===== config.mk =====
export PLATFORM = sky130hd
export DESIGN_NAME = csr_rmac_back
export DESIGN_NICKNAME = d
export VERILOG_FILES = /design/src/hdl/csr_rmac_pkg.sv /design/src/hdl/csr_rmac_back.sv
export VERILOG_INCLUDE_DIRS = /design/src /design/src/hdl
export SDC_FILE = /design/constraint.sdc
export NUM_CORES = 2
export LEC_CHECK = 0
export ABC_AREA = 1
export BUFFER_PORTS_ARGS = -buffer_cell sky130_fd_sc_hd__buf_4
export CORE_MARGIN = 1
export CORE_UTILIZATION = 38
export DETAILED_ROUTE_END_ITERATION = 8
export PLACE_DENSITY_LB_ADDON = 0.2
export REMOVE_ABC_BUFFERS = 1
export SLEW_MARGIN = 20
export SYNTH_ARGS = -nofsm -noshare
export SYNTH_HDL_FRONTEND = slang
export SYNTH_SLANG_ARGS = --single-unit
export TNS_END_PERCENT = 50

===== constraint.sdc =====
create_clock -name clk -period 12 [get_ports clk]
set_clock_uncertainty 0.1 [all_clocks]
set_input_delay 1.8 -clock clk [delete_from_list [all_inputs] [get_ports clk]]
set_output_delay 1.8 -clock clk [all_outputs]
set_load 0.05 [all_outputs]

===== src/hdl/csr_row_multiply_accumulate_top_macros.svh =====
// ----------------------------------------------------------------------------
// csr row multiply-accumulate assertion macros
// shared property shorthands, clocked on clk and disabled in rst
// ----------------------------------------------------------------------------
`ifndef CSR_ROW_MULTIPLY_ACCUMULATE_TOP_MACROS_SVH
`define CSR_ROW_MULTIPLY_ACCUMULATE_TOP_MACROS_SVH

// same-cycle implication
`define CRM_ASSERT_IMPLIES(label, ante, cons, msg) \
  label: assert property (@(posedge clk) disable iff (rst) (ante) |-> (cons)) \
    else $error(msg);

// next-cycle implication
`define CRM_ASSERT_NEXT(label, ante, cons, msg) \
  label: assert property (@(posedge clk) disable iff (rst) (ante) |=> (cons)) \
    else $error(msg);

`endif


===== src/hdl/csr_rmac_pkg.sv =====
// ----------------------------------------------------------------------------
// csr_rmac_pkg
// request codes, queue sizing and the front-to-back operation record
// ----------------------------------------------------------------------------
`timescale 1ns / 1ps
`default_nettype none

package csr_rmac_pkg;

  localparam logic [1:0] REQ_WRITE   = 2'd0;
  localparam logic [1:0] REQ_NONZERO = 2'd1;
  localparam logic [1:0] REQ_EMPTY   = 2'd2;

  // index zero-extended to cover any store depth up to 65536
  localparam int IDX_EXT_W = 17;

  localparam int FIFO_DEPTH = 4;

  localparam logic signed [31:0] SAT_MAX = 32'sh7FFF_FFFF;
  localparam logic signed [31:0] SAT_MIN = 32'sh8000_0000;

  typedef enum logic {
    OP_MAC    = 1'b0,
    OP_FINISH = 1'b1
  } op_kind_t;

  typedef struct packed {
    op_kind_t          kind;
    logic              last;
    logic signed [31:0] value;
    logic signed [31:0] elem;
    logic signed [31:0] base;
  } back_op_t;

endpackage

`default_nettype wire


===== src/hdl/csr_rmac_back.sv =====
// ----------------------------------------------------------------------------
// csr_rmac_back
// multiply, row accumulate, residual and saturation with output register
// ----------------------------------------------------------------------------
`timescale 1ns / 1ps
`default_nettype none
`include "csr_row_multiply_accumulate_top_macros.svh"

module csr_rmac_back import csr_rmac_pkg::*; (
  input  logic               clk,
  input  logic               rst,
  input  logic               mode,
  input  logic               fifo_empty,
  input  back_op_t           head,
  output logic               pop,
  output logic               out_valid,
  input  logic               out_ready,
  output logic signed [31:0] row_result,
  output logic               saturated
);

  logic adv;

  logic               b1_valid;
  op_kind_t           b1_kind;
  logic               b1_last;
  logic signed [63:0] b1_prod;
  logic signed [31:0] b1_base;

  logic signed [63:0] acc;
  logic signed [63:0] sum;

  logic               fin_valid;
  logic signed [63:0] fin_sum;
  logic signed [31:0] fin_base;

  logic signed [63:0] resid;
  logic               sat_hi;
  logic               sat_lo;

  // whole back end moves together when the output register can take data
  assign adv = !out_valid || out_ready;
  assign pop = adv && !fifo_empty;

  always_ff @(posedge clk) begin
    if (rst) begin
      b1_valid <= 1'b0;
    end else if (adv) begin
      b1_valid <= pop;
    end
  end

  always_ff @(posedge clk) begin
    if (pop) begin
      b1_kind <= head.kind;
      b1_last <= head.last;
      b1_prod <= 64'(head.value) * 64'(head.elem);
      b1_base <= head.base;
    end
  end

  // round half up to q16.16: floor shift plus bit 15 as carry in
  assign sum = acc + (b1_prod >>> 16) + $signed({63'b0, b1_prod[15]});

  always_ff @(posedge clk) begin
    if (rst) begin
      acc       <= '0;
      fin_valid <= 1'b0;
    end else if (adv) begin
      fin_valid <= 1'b0;
      if (b1_valid) begin
        if ((b1_kind == OP_FINISH) || b1_last) begin
          fin_valid <= 1'b1;
          acc       <= '0;
        end else begin
          acc <= sum;
        end
      end
    end
  end

  always_ff @(posedge clk) begin
    if (adv && b1_valid) begin
      fin_sum  <= (b1_kind == OP_FINISH) ? acc : sum;
      fin_base <= b1_base;
    end
  end

  assign resid  = mode ? (64'(fin_base) - fin_sum) : fin_sum;
  assign sat_hi = !resid[63] && (|resid[62:31]);
  assign sat_lo = resid[63] && !(&resid[62:31]);

  always_ff @(posedge clk) begin
    if (rst) begin
      out_valid <= 1'b0;
    end else if (adv) begin
      out_valid <= fin_valid;
    end
  end

  always_ff @(posedge clk) begin
    if (adv && fin_valid) begin
      if (sat_hi) begin
        row_result <= SAT_MAX;
      end else if (sat_lo) begin
        row_result <= SAT_MIN;
      end else begin
        row_result <= resid[31:0];
      end
      saturated <= sat_hi || sat_lo;
    end
  end

  `CRM_ASSERT_NEXT(a_acc_clear, adv && b1_valid && (b1_kind == OP_FINISH || b1_last), acc == '0, "accumulator not cleared at row end")
  `CRM_ASSERT_NEXT(a_fin_hold, fin_valid && !adv, fin_valid && $stable(fin_sum), "pending row sum lost in stall")
  `CRM_ASSERT_NEXT(a_out_hold, out_valid && !out_ready, out_valid && $stable(row_result), "row result changed in stall")

endmodule

`default_nettype wire


==> reports/metrics.csv <==
stage,metric,value,unit
status,status,"finished, final reports clean",
clock_tree,post_cts_buffers,0,
floorplan,die_h,393,um
routing,met1Wirelength,81.3,mm
floorplan,fp-row-count,143,
cells_and_area,diodes,0,
setup_path,criticalPathCategory,primary input to flip-flop,
clock_tree,clk_latency,0.62,ns
global_route,grt_usage,0.242,
routing,detail_route.wl_per_cell,19.0,um
synthesis,syn_area,0.0580,mm^2
routing,drt_iter0_drc,3124,
routing,vias_per_cell,4.88,
global_route,grt_pass1_wl,288,mm
clock_tree,clk_pin_slew_worst_paths,0.06,ns
setup_path,cp_num_buf_inv,6,
global_route,antenna_found_initial,0,
synthesis,yosys.cell_types.count,51,
sta,relSlewSlack,0.328,
routing,dr_total_vias,47075,
global_route,grt_max_degree,75,
placement,place.gp.congestion,0.974,
setup_path,cp_top_family,adder cells,
setup_path,crit_path_cell_trace,"buf_4, nand2_1, fa_1, fa_1, inv_1, fa_1, inv_1, fa_1, inv_1, fa_1, inv_1, fa_1, fa_1, inv_1, fa_1, ha_1, nand2_1, nor2_1, nand3_1, nor4_1, a211oi_1, xor2_1",
setup_path,worstPathRequired,12.24,ns
clock_tree,clock_path_buffers,3,
synthesis,synthFlopType,edfxtp_1,
synthesis,yosysTopAreaCellShare,0.374,
clock_tree,cts_root_buf,clkbuf_16,
sta,fin_crit,9.71,ns
setup_path,ff2ff_path_depth,17,
routing,final_antenna_net_count,0,
routing,routed_wirelength,183,mm
clock_tree,cts_tree,done,
synthesis,syn-instance-count,7664,
setup_path,cp.arrival,9.95,ns
cells_and_area,fin_nets,9093,
synthesis,yosys_register_bits,279,
clock_tree,cts_sinks,279,
synthesis,post-synth-top-area-cell,fa_1,
synthesis,synth_area_leaders,"fa_1, nand2_1, inv_1",
cells_and_area,drive_gt1_frac,0.0376,
synthesis,yosysMostFrequentCell,nand2_1,
placement,port_buffers,137,
clock_tree,cts_resized,0,
setup_path,crit_path_max_fanout,32,
job,maxCapViolCount,0,
synthesis,synth.top_cells.by_count,"nand2_1, inv_1, fa_1, nor2_1, a21oi_1",
setup_path,max_stage_delay,0.96,ns
sta,drv_slew,0,
sta,finalSetupViolCount,0,
placement,hpwl,150,mm
sta,hold_viol_final,0,
sta,fmax,0.103,GHz
routing,top_layer_used,met4,
clock_tree,hold_buffers,0,
setup_path,start_kind,primary input,
floorplan,dieArea,0.154,mm^2
floorplan,start_util,0.383,
sta,rsz0062_at_grt,no,
setup_path,end_kind,flip-flop,
setup_path,cpMostUsedCell,fa_1,
sta,final.period_utilization,0.809,
setup_path,cp.depth,22,
worst_hold_path,hp-class,flip-flop to flip-flop,
synthesis,yosys_warnings,0,
floorplan,core-area,0.152,mm^2
clock_tree,cts_buffers,30,
routing,drt_pass1_iterations,5,
worst_hold_path,min_path_cells,0,
setup_path,slowest_stage,fa_1,
synthesis,synth-async-reset-ratio,0,
cells_and_area,area_growth,6.48,%
synthesis,synth_edf_count,212,
floorplan,die_w,393,um
routing,drcViolationCount,0,
clock_tree,ctsHtreeMaxLevel,1,
synthesis,avgSynthCellArea,7.57,um^2
routing,dr_wl_met3,10.0,mm
floorplan,io-pin-count,138,
global_route,grt_pass1_vias,50005,
global_route,grt-ovfl-total,0,
sta,tns,0,ns
routing,wl_met2,87.1,mm
synthesis,yosysSeqAreaShare,0.133,
sta,worst_pin_slew,0.998,ns
sequential cells by signal, indices dropped and copies added, names as in the netlist:
register,count
fin_base,32
b1_prod,49
acc,64
out_valid,1
b1_base,32
row_result,32
b1_kind,1
saturated,1
fin_sum,64
b1_valid,1
fin_valid,1
b1_last,1
cells by family (layout without fill, tap and decap cells):
group / Yosys count / in the layout / share of synthesized area
flops: 279 / 279 / 0.133
xor+xnor: 96 / 96 / 0.0148
compound gates: 606 / 606 / 0.0573
buf+inv: 2318 / 2279 / 0.151
fa+ha+maj: 1389 / 1389 / 0.440
simple gates: 2976 / 2976 / 0.205
layout by cell type (no fill, tap or decap), drive strengths merged:
cell and n:
nand2 2269, inv 2072, fa 1084, nor2 350, a21oi 318, ha 305, nand3 221, edfxtp 212
o21ai 167, buf 151, dfxtp 67, xor2 63, or2 39, clkbuf 38, nand4 37, a31oi 33
xnor2 33, nor3 27, a21o 20, nor4 15, o21a 15, o21bai 15, clkinv 10, o211ai 8
and2 8, a221oi 6, nand3b 6, a21boi 5, clkinvlp 5, and3 4, a211oi 4, o221ai 4
o2111ai 4, o31ai 3, bufinv 3, o211a 1, o221a 1, a2111oi 1, a22oi 1
stage by stage:
step	utilization	instance area, um^2	cells	hold WS, ns	setup WS, ns
2_1_floorplan	-	57100	7418	0.300	3.25
3_3_place_gp	0.401	60800	9599	0.304	1.78
3_5_place_dp	0.401	60800	9599	0.305	1.77
4_1_cts	0.407	61800	9655	0.326	2.42
5_1_grt	0.407	61800	9655	0.338	2.04
6_report	0.407	61800	9655	0.323	2.29
area by class of cell:
class                           count  area (um^2)
Fill cell                       15901        89900
Multi-Input combinational cell   5067        41600
Inverter                         2072         7780
Sequential cell                   279         7710
Tap cell                         2030         2540
Timing Repair Buffer              151         1150
Clock buffer                       38          811
Clock inverter                     18          216
worst paths after layout:
path | start | end | slack, ns
min | b1_base[29] | fin_base[29] | 0.32
min reg2reg | b1_base[29] | fin_base[29] | 0.32
max | head[40] | b1_prod[63] | 2.29
max reg2reg | fin_base[31] | row_result[10] | 7.55
routing by layer:
layer	track usage	vias to the layer above
met2	0.414	1372
met1	0.327	23188
li1	-	22258
met3	0.0237	257
met4	0.0616	0
met5	0	-
Power is not shown: default switching activity piles up to over one toggle a cycle in this logic, so the estimate is an artifact.
