===== src/hdl/csr_row_multiply_accumulate_top_macros.svh =====
// ----------------------------------------------------------------------------
// csr row multiply-accumulate assertion macros
// shared property shorthands, clocked on clk and disabled in rst
// ----------------------------------------------------------------------------
`ifndef CSR_ROW_MULTIPLY_ACCUMULATE_TOP_MACROS_SVH
`define CSR_ROW_MULTIPLY_ACCUMULATE_TOP_MACROS_SVH

// same-cycle implication
`define CRM_ASSERT_IMPLIES(label, ante, cons, msg) \
  label: assert property (@(posedge clk) disable iff (rst) (ante) |-> (cons)) \
    else $error(msg);

// next-cycle implication
`define CRM_ASSERT_NEXT(label, ante, cons, msg) \
  label: assert property (@(posedge clk) disable iff (rst) (ante) |=> (cons)) \
    else $error(msg);

`endif


===== src/hdl/csr_rmac_pkg.sv =====
// ----------------------------------------------------------------------------
// csr_rmac_pkg
// request codes, queue sizing and the front-to-back operation record
// ----------------------------------------------------------------------------
`timescale 1ns / 1ps
`default_nettype none

package csr_rmac_pkg;

  localparam logic [1:0] REQ_WRITE   = 2'd0;
  localparam logic [1:0] REQ_NONZERO = 2'd1;
  localparam logic [1:0] REQ_EMPTY   = 2'd2;

  // index zero-extended to cover any store depth up to 65536
  localparam int IDX_EXT_W = 17;

  localparam int FIFO_DEPTH = 4;

  localparam logic signed [31:0] SAT_MAX = 32'sh7FFF_FFFF;
  localparam logic signed [31:0] SAT_MIN = 32'sh8000_0000;

  typedef enum logic {
    OP_MAC    = 1'b0,
    OP_FINISH = 1'b1
  } op_kind_t;

  typedef struct packed {
    op_kind_t          kind;
    logic              last;
    logic signed [31:0] value;
    logic signed [31:0] elem;
    logic signed [31:0] base;
  } back_op_t;

endpackage

`default_nettype wire


===== src/hdl/csr_rmac_fifo.sv =====
// ----------------------------------------------------------------------------
// csr_rmac_fifo
// short operation queue between the front and the arithmetic back end
// ----------------------------------------------------------------------------
`timescale 1ns / 1ps
`default_nettype none
`include "csr_row_multiply_accumulate_top_macros.svh"

module csr_rmac_fifo import csr_rmac_pkg::*; (
  input  logic     clk,
  input  logic     rst,
  input  logic     push,
  input  back_op_t push_op,
  output logic     full,
  input  logic     pop,
  output back_op_t head,
  output logic     empty
);

  localparam int PTR_W = $clog2(FIFO_DEPTH);
  localparam logic [PTR_W:0] FULL_COUNT = (PTR_W + 1)'(FIFO_DEPTH);

  back_op_t slots [FIFO_DEPTH];

  logic [PTR_W-1:0] wr_ptr;
  logic [PTR_W-1:0] rd_ptr;
  logic [PTR_W:0]   count;
  logic [PTR_W:0]   count_next;

  assign full  = count == FULL_COUNT;
  assign empty = count == '0;
  assign head  = slots[rd_ptr];

  always_comb begin
    case ({push, pop})
      2'b10:   count_next = count + 1'b1;
      2'b01:   count_next = count - 1'b1;
      default: count_next = count;
    endcase
  end

  always_ff @(posedge clk) begin
    if (rst) begin
      wr_ptr <= '0;
      rd_ptr <= '0;
      count  <= '0;
    end else begin
      if (push) begin
        wr_ptr <= wr_ptr + 1'b1;
      end
      if (pop) begin
        rd_ptr <= rd_ptr + 1'b1;
      end
      count <= count_next;
    end
  end

  always_ff @(posedge clk) begin
    if (push) begin
      slots[wr_ptr] <= push_op;
    end
  end

  `CRM_ASSERT_IMPLIES(a_no_overflow, push, !full, "push into a full queue")
  `CRM_ASSERT_IMPLIES(a_no_underflow, pop, !empty, "pop from an empty queue")
  `CRM_ASSERT_NEXT(a_count_up, push && !pop, count == $past(count) + 1'b1, "queue count lost a push")

endmodule

`default_nettype wire


===== config.mk =====
export PLATFORM = sky130hd
export DESIGN_NAME = csr_rmac_fifo
export DESIGN_NICKNAME = d
export VERILOG_FILES = /design/src/hdl/csr_rmac_pkg.sv /design/src/hdl/csr_rmac_fifo.sv
export VERILOG_INCLUDE_DIRS = /design/src /design/src/hdl
export SDC_FILE = /design/constraint.sdc
export NUM_CORES = 1
export LEC_CHECK = 0
export BUFFER_PORTS_ARGS = -buffer_cell sky130_fd_sc_hd__buf_2
export CORE_ASPECT_RATIO = 0.6
export CORE_MARGIN = 2
export CORE_UTILIZATION = 35
export CTS_CLUSTER_SIZE = 8
export DETAILED_ROUTE_END_ITERATION = 8
export GPL_TIMING_DRIVEN = 0
export PLACE_DENSITY = 0.67
export SLEW_MARGIN = 20
export SYNTH_ARGS = -nofsm -noshare
export SYNTH_HDL_FRONTEND = slang
export SYNTH_SLANG_ARGS = --single-unit

===== constraint.sdc =====
create_clock -name clk -period 3.1 [get_ports clk]
set_input_delay 0.155 -clock clk [delete_from_list [all_inputs] [get_ports clk]]
set_output_delay 0.155 -clock clk [all_outputs]
set_load 0.02 [all_outputs]

==> metrics.cfg, run 1 <==
[drt]
vias = 7034
post_drt_wl_per_cell_um = 19.6
drt_wl_total_um = 29500
drc = 0
dr.pass1.iters = 4
drtIter0Drc = 466
via_per_inst = 4.68
drtAntennaViolNets = 0

[synth]
ys_warn_count = 0
synth_compound_area_frac = 0.00103
synth_top_family_by_area = multiplexers
synth-seq-area-share = 0.821
synthAdderAreaFrac = 0.00568
syn_area_per_cell_um2 = 26.0
synth_seq_cells = 401
muxShareOfSynthArea = 0.152
synth_nets = 667
synth_cell_type_count = 21
syn_inst = 559
synthSimpleGateAreaFrac = 0.00525
synth_xor_area_frac = 0.00301
netlist_area_um2 = 14600

[grt]
track_usage = 0.138
grt_util_met1 = 0.180
grt.overflow.total = 0
grt_start_max_net_pins = 46
gr-usage-met3 = 0.0452
grt_pass1_vias = 7781
antenna_found_initial = 1
grt_pass1_wl_um = 44900
use_met2 = 0.225
grt.busiest_layer = met2

[critical_path]
critical_path.max_stage_delay_ns = 0.70
critPathCaptureType = output pin
path_max_fanout = 10
crit_arrival_ns = 2.45
crit_type = reg -> out
worst-path-buf-inv = 3
critical_path.cell_chain = buf_2, clkbuf_1, mux4_2, buf_2
required_ns = 2.94
critPathTopFamily = buffers and inverters
crit_top_cell = buf_2
cp_slowest_cell = clkbuf_1
start_kind = register

[layout]
final_nets = 1035
drive_above_1_share = 0.408
final_cell_mix = edfxtp_1 (392), buf_2 (211), dlygate4sd3_1 (102), mux4_2 (98), clkbuf_16 (57)
final_common_cell = edfxtp_1
syn_to_final_growth_pct = 30.7

[cts]
cts.path.max_buffers = 3
cts.sinks = 401
clk_pin_slew_ns = 0.05
cts_buffers = 56
root_buffer = clkbuf_16
htree_levels = 2
cts_tree = yes
clkLatencyLatePin_ns = 0.58

[floorplan]
core_um2 = 40700
design.portCount = 202
dieArea_um2 = 43300
rows = 57
initial_core_util = 0.357
die_h_um = 162
die_w_um = 267

[sta]
worst_slew_pin_slew_ns = 0.887
slew_violations = 0
timing.hold.ws_ns = 0.323
rsz0062_at_grt = false
finalSetupViolCount = 0
setup_slack_ns = 0.498
fmax_mhz = 384
finalHoldViolCount = 0
finalCriticalPeriod_ns = 2.60
min_period_over_period = 0.839
clock_skew_ns = 0.0326
slew_headroom = 0.409

[placement]
globalplace.congestion = 0.699
pre_cts_ws_ns = 1.00
portBuffers = 200
dp_hpwl_um = 17900

[power_and_ir_drop]
cellPowerDensity_nw_per_um2 = 689
finalPower_uw = 13100
power.leakage_uw = 0.00647
peakVddDrop_mv = 0.483

[flow_run]
drv_cap = 0

[min_path]
hold_path.class = in -> reg

[outcome]
status = finished, final reports clean

-- through the flow --
step	instance area (µm²)	utilization	TNS [ns]	instances
2_1_floorplan	14600	-	0	559
3_3_place_gp	16300	0.399	-23.53	1319
3_5_place_dp	16500	0.404	0	1327
4_1_cts	19000	0.467	0	1503
5_1_grt	19000	0.467	0	1504
6_report	19000	0.467	0	1504
-- worst paths after layout --
kind                            slack [ns]                    from                endpoint  cells after the start
worst max-delay path                  0.50                register                head[21]                      4
worst min-delay path                  0.32             push_op[39]  slots[2][39]$_DFFE_PP_                      2
worst max register to register        1.36  wr_ptr[0]$_SDFFE_PP0P_  slots[2][25]$_DFFE_PP_                      4
worst min register to register        0.53  rd_ptr[1]$_SDFFE_PP0P_  rd_ptr[1]$_SDFFE_PP0P_                      2
-- metal layers --
metal / vias to the layer above / share of wire
met3: 47 / 0.071
met1: 3649 / 0.43
met2: 200 / 0.49
met4: 0 / 0.015
li1: 3138 / -
met5: - / 0
-- cells by family (layout without fill, tap and decap cells) --
logic type      count (synthesis)  after routing
flops                         401            401
buf+inv                        29            413
fa+ha+maj                       6              6
other cells                     0              1
xor+xnor                        5              5
simple gates                   16             16
mux                            99             99
compound gates                  3              3
-- registers in the layout, summed over array words and instances (netlist names), named ones only --
signal and count:
count 3, slots 392, wr_ptr 2, rd_ptr 2
-- worst register-to-register path: cells and delay by family, from the launching register on --
family	cells	cell delay, ns
simple gates	1	0.44
fa+ha+maj	1	0.15
flops	1	0.34
buf+inv	2	0.42
-- power by group --
group	switching [µW]	internal (µW)
Clock	2080	3280
Sequential	54.5	6240
Combinational	822	627
Total	2960	10100
-- layout make-up --
class / instances / area [µm²]
clock buffer: 71 / 1480
inverter: 6 / 22.5
buffer: 23 / 141
antenna: 1 / 2.50
clock inverter: 3 / 48.8
sequential: 401 / 12000
tap: 560 / 701
multi-input combinational: 129 / 2440
fill: 3333 / 21700
timing repair buffer: 310 / 2220
-- cell usage after synthesis (all sizes together) --
library cell / count / area share
edfxtp: 392 / 0.81
xor2: 3 / 0.0018
inv: 6 / 0.0015
nor2: 8 / 0.0021
nand2: 1 / 0.00026
o21ai: 1 / 0.00034
or3: 1 / 0.00043
fa: 1 / 0.0014
clkbuf: 8 / 0.0021
dfxtp: 9 / 0.012
mux4: 98 / 0.15
buf: 15 / 0.0077
and3: 1 / 0.00043
nor3: 1 / 0.00034
ha: 5 / 0.0043
and2: 4 / 0.0017
mux2i: 1 / 0.00069
xnor2: 2 / 0.0012
a21oi: 2 / 0.00069
-- repair_timing --
item / CTS / global route
setup buffers: 0 / 0
hold buffers: 102 / 0
resized for setup: 0 / 0
endpoints found under the hold margin: 401 / 0
Note: power is estimated with default switching activity, not from simulation.
==> inputs of run 2 (changes only) <==
- PLACE_DENSITY: 0.67 -> 0.65
- clock period: 3.1 -> 2.47 ns (I/O delays scaled with it)
==> run 2 against run 1 <==
Cell count increased by 0.60%. Power increased by 26%. Clock power increased by 27%. Critical path depth increased by 1. Sequential cell count unchanged. Sequential share of layout area decreased by 0.091 points. Design area increased by 0.15%. Largest cell class unchanged.
==> metrics.cfg, run 2 (synthesis results as in run 1) <==
[floorplan]
initial_core_util = 0.357  ; unchanged
die_h_um = 162  ; unchanged
core_um2 = 40700  ; unchanged
rows = 57  ; unchanged
dieArea_um2 = 43300  ; unchanged
design.portCount = 202  ; unchanged
die_w_um = 267  ; unchanged

[flow_run]
drv_cap = 0  ; unchanged

[layout]
drive_above_1_share = 0.412  ; was 0.408
top_register = slots  ; unchanged
syn_to_final_growth_pct = 30.8  ; was 30.7%
largestRegisters = slots x392, count x3  ; unchanged
multi_input_comb_area_um2 = 2440  ; unchanged
final-instance-count-excl-fill = 1513  ; was 1504
design_area_um2 = 19000  ; about the same
largest_reg_flops = 392  ; unchanged
final_common_cell = edfxtp_1  ; unchanged
final.fill_count = 3332  ; was 3333
final_util = 0.468  ; was 0.467
final_nets = 1035  ; unchanged
final_cell_mix = edfxtp_1 (392), buf_2 (203), dlygate4sd3_1 (102), mux4_2 (98), clkbuf_16 (56)  ; was edfxtp_1 (392), buf_2 (211), dlygate4sd3_1 (102), mux4_2 (98), clkbuf_16 (57)
regArea_um2 = 12000  ; unchanged

[drt]
post_drt_wl_per_cell_um = 19.7  ; was 19.6 µm
drtAntennaViolNets = 0  ; unchanged
drc = 0  ; unchanged
drt_wl_total_um = 29800  ; was 29500 µm
vias = 7061  ; was 7034
drtIter0Drc = 469  ; was 466
via_per_inst = 4.67  ; was 4.68
dr.pass1.iters = 7  ; was 4

[sta]
finalHoldViolCount = 0  ; unchanged
fin_tns_setup_ns = 0  ; unchanged
clock_skew_ns = 0.0216  ; was 0.0326 ns
slew_headroom = 0.597  ; was 0.409
rsz0062_at_grt = false  ; unchanged
worst_slew_pin_slew_ns = 0.604  ; was 0.887 ns
fmax_mhz = 429
slew_violations = 0  ; unchanged
finalCriticalPeriod_ns = 2.33
min_period_over_period = 0.944
finalSetupViolCount = 0  ; unchanged

[power_and_ir_drop]
cellPowerDensity_nw_per_um2 = 867  ; was 689 nW/µm²
finalPower_uw = 16500  ; was 13100 µW
peakVddDrop_mv = 0.641  ; was 0.483 mV
power.leakage_uw = 0.00649  ; was 0.00647 µW

[critical_path]
crit_type = reg -> out  ; unchanged
critPathCaptureType = output pin  ; unchanged
start_kind = register  ; unchanged
crit_arrival_ns = 2.21  ; was 2.45 ns
required_ns = 2.35  ; was 2.94 ns
path_max_fanout = 10  ; unchanged

[cts]
cts.sinks = 401  ; unchanged
cts_buffers = 56  ; unchanged
cts.path.max_buffers = 3  ; unchanged
clk_pin_slew_ns = 0.05  ; about the same
root_buffer = clkbuf_16  ; unchanged
htree_levels = 2  ; unchanged
cts_tree = yes  ; unchanged
clkLatencyLatePin_ns = 0.57  ; was 0.58 ns

[grt]
grt.overflow.total = 0  ; unchanged
grt_pass1_vias = 7756  ; was 7781
antenna_found_initial = 1  ; unchanged
grt_pass1_wl_um = 45800  ; was 44900 µm
track_usage = 0.140  ; was 0.138
grt_start_max_net_pins = 39  ; was 46

[min_path]
hold_path.class = in -> reg  ; unchanged

[placement]
dp_cells = 1327  ; unchanged
globalplace.congestion = 0.688  ; was 0.699
dp_hpwl_um = 17800  ; was 17900 µm
dpl_cell_area_um2 = 16400  ; was 16500 µm²
portBuffers = 200  ; unchanged

[outcome]
status = finished, final reports clean  ; unchanged

[run 2: layout make-up]
type	count	area share
Sequential cell	401	0.628
Multi-Input combinational cell	129	0.128
Timing Repair Buffer	310	0.115
Clock buffer	79	0.0787
Tap cell	560	0.0368
Buffer	23	0.00887
Clock inverter	4	0.00276
Inverter	6	0.00118
Antenna cell	1	0.000131
[run 2: metal layers]
layer / routed length, µm / vias up / global-route usage
met2: 14500 / 203 / 0.229
met5: 0 / - / 0
met4: 397 / 0 / 0.0304
met3: 2110 / 47 / 0.0449
met1: 12800 / 3680 / 0.184
li1: - / 3131 / -
[run 2: stage by stage]
step / hold WS [ns] / setup slack [ns]
after floorplan: 0.222 / 0.277
after global placement: 0.337 / -0.719
after detailed placement: 0.340 / 0.416
after CTS: 0.269 / 0.0000191
after global routing: 0.293 / 0.00226
final: 0.313 / 0.138
[run 2: power by group]
group / switching (µW) / total (µW) / internal, µW
clock network: 2650 / 6790 / 4140
registers: 70.7 / 7900 / 7830
logic: 1030 / 1820 / 789
total: 3750 / 16500 / 12800
[run 2: repair_timing]
item	CTS	global route
hold endpoints to repair	401	0
setup buffers	0	0
gates resized for setup	7	9
setup endpoints to repair	90	39
hold buffers	102	0
[run 2: final timing paths]
kind / startpoint / endpoint / slack [ns] / cells after the start
setup / recovery: register / head[68] / 0.14 / 5
hold / removal: push_op[19] / slots[1][19]$_DFFE_PP_ / 0.31 / 2
setup reg to reg: wr_ptr[0]$_SDFFE_PP0P_ / slots[3][81]$_DFFE_PP_ / 0.76 / 3
hold reg to reg: count[2]$_SDFFE_PP0P_ / count[2]$_SDFFE_PP0P_ / 0.50 / 2
[run 2: worst max-delay path, stage by stage, from the launching register on]
cell and delay, ns:
dfxtp_1 0.30, buf_4 0.22, buf_4 0.26, buf_2 0.30, mux4_2 0.37, buf_2 0.18
==> inputs of run 3 (changes only) <==
- CTS_BUF_LIST: default -> sky130_fd_sc_hd__clkbuf_4 sky130_fd_sc_hd__clkbuf_8
==> run 3 against run 2 <==
Cell count increased by 0.79%. Non-clock buffer count did not move. Sequential cell count unchanged. Clock skew rose by 0.0080 ns. Critical path depth did not move. Design area is 2.3% lower. Clock power shrank 26%. First-iteration DRC count down 1.5%. Utilization down 1.1 points. Critical path type unchanged. Largest cell class unchanged. Largest power group unchanged. Highest routed layer unchanged.
==> metrics.cfg, run 3 (synthesis results as in run 1) <==
[outcome]
status = finished, final reports clean  ; unchanged

[drt]
vias = 7021  ; was 7061
dr.pass1.iters = 4  ; was 7
via_per_inst = 4.60  ; was 4.67
drtAntennaViolNets = 0  ; unchanged
post_drt_wl_per_cell_um = 19.2  ; was 19.7 µm
drt_wl_total_um = 29300  ; was 29800 µm
drtIter0Drc = 462  ; was 469
drc = 0  ; unchanged

[placement]
dp_cells = 1327  ; unchanged
portBuffers = 200  ; unchanged
dp_hpwl_um = 17800  ; unchanged
globalplace.congestion = 0.688  ; unchanged

[sta]
finalCriticalPeriod_ns = 2.31  ; was 2.33 ns
clock_skew_ns = 0.0295  ; was 0.0216 ns
rsz0062_at_grt = false  ; unchanged
finalHoldViolCount = 0  ; unchanged
finalSetupViolCount = 0  ; unchanged
worst_slew_pin_slew_ns = 0.511  ; was 0.604 ns
min_period_over_period = 0.933  ; was 0.944
fmax_mhz = 434  ; was 429 MHz
slew_violations = 0  ; unchanged
slew_headroom = 0.659  ; was 0.597
fin_tns_setup_ns = 0  ; unchanged

[flow_run]
drv_cap = 0  ; unchanged

[grt]
grt_pass1_wl_um = 45000  ; was 45800 µm
antenna_found_initial = 2  ; was 1
track_usage = 0.137  ; was 0.140
grt.overflow.total = 0  ; unchanged
grt_start_max_net_pins = 39  ; unchanged
grt_pass1_vias = 7666  ; was 7756

[power_and_ir_drop]
finalPower_uw = 14700  ; was 16500 µW
power.leakage_uw = 0.00632  ; was 0.00649 µW
peakVddDrop_mv = 0.563  ; was 0.641 mV
cellPowerDensity_nw_per_um2 = 792  ; was 867 nW/µm²

[cts]
cts_setup_buffers = 0  ; unchanged
cts_buffers = 60  ; was 56
cts.sinks = 401  ; unchanged
root_buffer = clkbuf_8  ; was clkbuf_16
htree_levels = 2  ; unchanged
cts_tree = yes  ; unchanged
cts.path.max_buffers = 3  ; unchanged
clkLatencyLatePin_ns = 0.61  ; was 0.57 ns
clk_pin_slew_ns = 0.06  ; was 0.05 ns

[min_path]
min_path_cells = 2  ; unchanged
min_from = push_op[32]  ; was push_op[19]
worstHoldEndpoint = slots[3][32]$_DFFE_PP_  ; was slots[1][19]$_DFFE_PP_
hold_path.class = in -> reg  ; unchanged

[critical_path]
crit_arrival_ns = 2.18  ; was 2.21 ns
required_ns = 2.35  ; about the same
r2r_start = wr_ptr[0]$_SDFFE_PP0P_  ; unchanged
crit_type = reg -> out  ; unchanged
reg2reg_to = slots[0][76]$_DFFE_PP_  ; was slots[3][81]$_DFFE_PP_
start_kind = register  ; unchanged
r2r_slack_ns = 0.74  ; was 0.76 ns
rr_worst_depth = 4  ; was 3
path_max_fanout = 10  ; unchanged
critPathCaptureType = output pin  ; unchanged

[layout]
final_common_cell = edfxtp_1  ; unchanged
largest_reg_flops = 392  ; unchanged
final-instance-count-excl-fill = 1525  ; was 1513
drive_above_1_share = 0.436  ; was 0.412
largestRegisters = slots x392, count x3  ; unchanged
syn_to_final_growth_pct = 27.8  ; was 30.8%
top_register = slots  ; unchanged
final_nets = 1039  ; was 1035
final_cell_mix = edfxtp_1 (392), buf_2 (200), dlygate4sd3_1 (102), mux4_2 (98), clkbuf_8 (60)  ; was edfxtp_1 (392), buf_2 (203), dlygate4sd3_1 (102), mux4_2 (98), clkbuf_16 (56)

[floorplan]
initial_core_util = 0.357  ; unchanged
rows = 57  ; unchanged
dieArea_um2 = 43300  ; unchanged
core_um2 = 40700  ; unchanged
die_w_um = 267  ; unchanged
design.portCount = 202  ; unchanged
die_h_um = 162  ; unchanged

run 3: worst max-delay path by stage:
| stage | from | endpoint | slack (ns) | cells after the start |
|---|---|---|---|---|
| after detailed placement | register | head[42] | 0.42 | 4 |
| after global routing | register | head[3] | 0.01 | 4 |
| final | register | head[68] | 0.16 | 5 |
| after global placement | wr_ptr[0]$_SDFFE_PP0P_ | slots[1][32]$_DFFE_PP_ | -0.72 | 2 |
| after CTS | register | head[35] | -0.04 | 4 |
| after floorplan | wr_ptr[0]$_SDFFE_PP0P_ | slots[2][0]$_DFFE_PP_ | 0.28 | 3 |
run 3: area by class of cell:
| type | count | area [µm²] |
|---|---|---|
| diodes | 2 | 5.00 |
| plain buffers | 23 | 196 |
| clock buffers | 81 | 983 |
| clock inverters | 13 | 95.1 |
| fillers | 3376 | 22100 |
| inverters | 6 | 22.5 |
| multi-input cells | 129 | 2440 |
| flip-flops and latches | 401 | 12000 |
| well taps | 560 | 701 |
| repair buffers | 310 | 2200 |
run 3: power by group:
part           switching, µW  internal, µW
registers               70.5          7820
clock network           2360          2650
logic                   1030           798
total                   3460         11300
run 3: metrics by stage:
| stage | hold WS, ns | instance area (µm²) | worst slack [ns] | util |
|---|---|---|---|---|
| 3_5_place_dp | 0.340 | 16400 | 0.416 | 0.404 |
| 6_report | 0.264 | 18600 | 0.164 | 0.457 |
| 2_1_floorplan | 0.222 | 14600 | 0.277 | - |
| 3_3_place_gp | 0.337 | 16300 | -0.719 | 0.399 |
| 5_1_grt | 0.216 | 18600 | 0.0126 | 0.457 |
| 4_1_cts | 0.194 | 18600 | -0.0420 | 0.456 |
run 3: what timing repair did:
item	in CTS	in global routing
hold endpoints to repair	401	0
gates resized for setup	9	15
setup endpoints to repair	90	69
cloned	0	0
hold buffers	102	0
run 3: critical path, stage by stage (launching register included):
cell,delay [ns]
dfxtp_1,0.30
buf_4,0.22
buf_4,0.26
clkbuf_4,0.27
mux4_2,0.35
buf_2,0.18
run 3: layer usage:
metal	up-vias	GRT usage	part of all wire
met3	52	0.0435	0.072
li1	3138	-	-
met2	206	0.221	0.48
met5	-	0	0
met4	0	0.0337	0.016
met1	3625	0.182	0.44
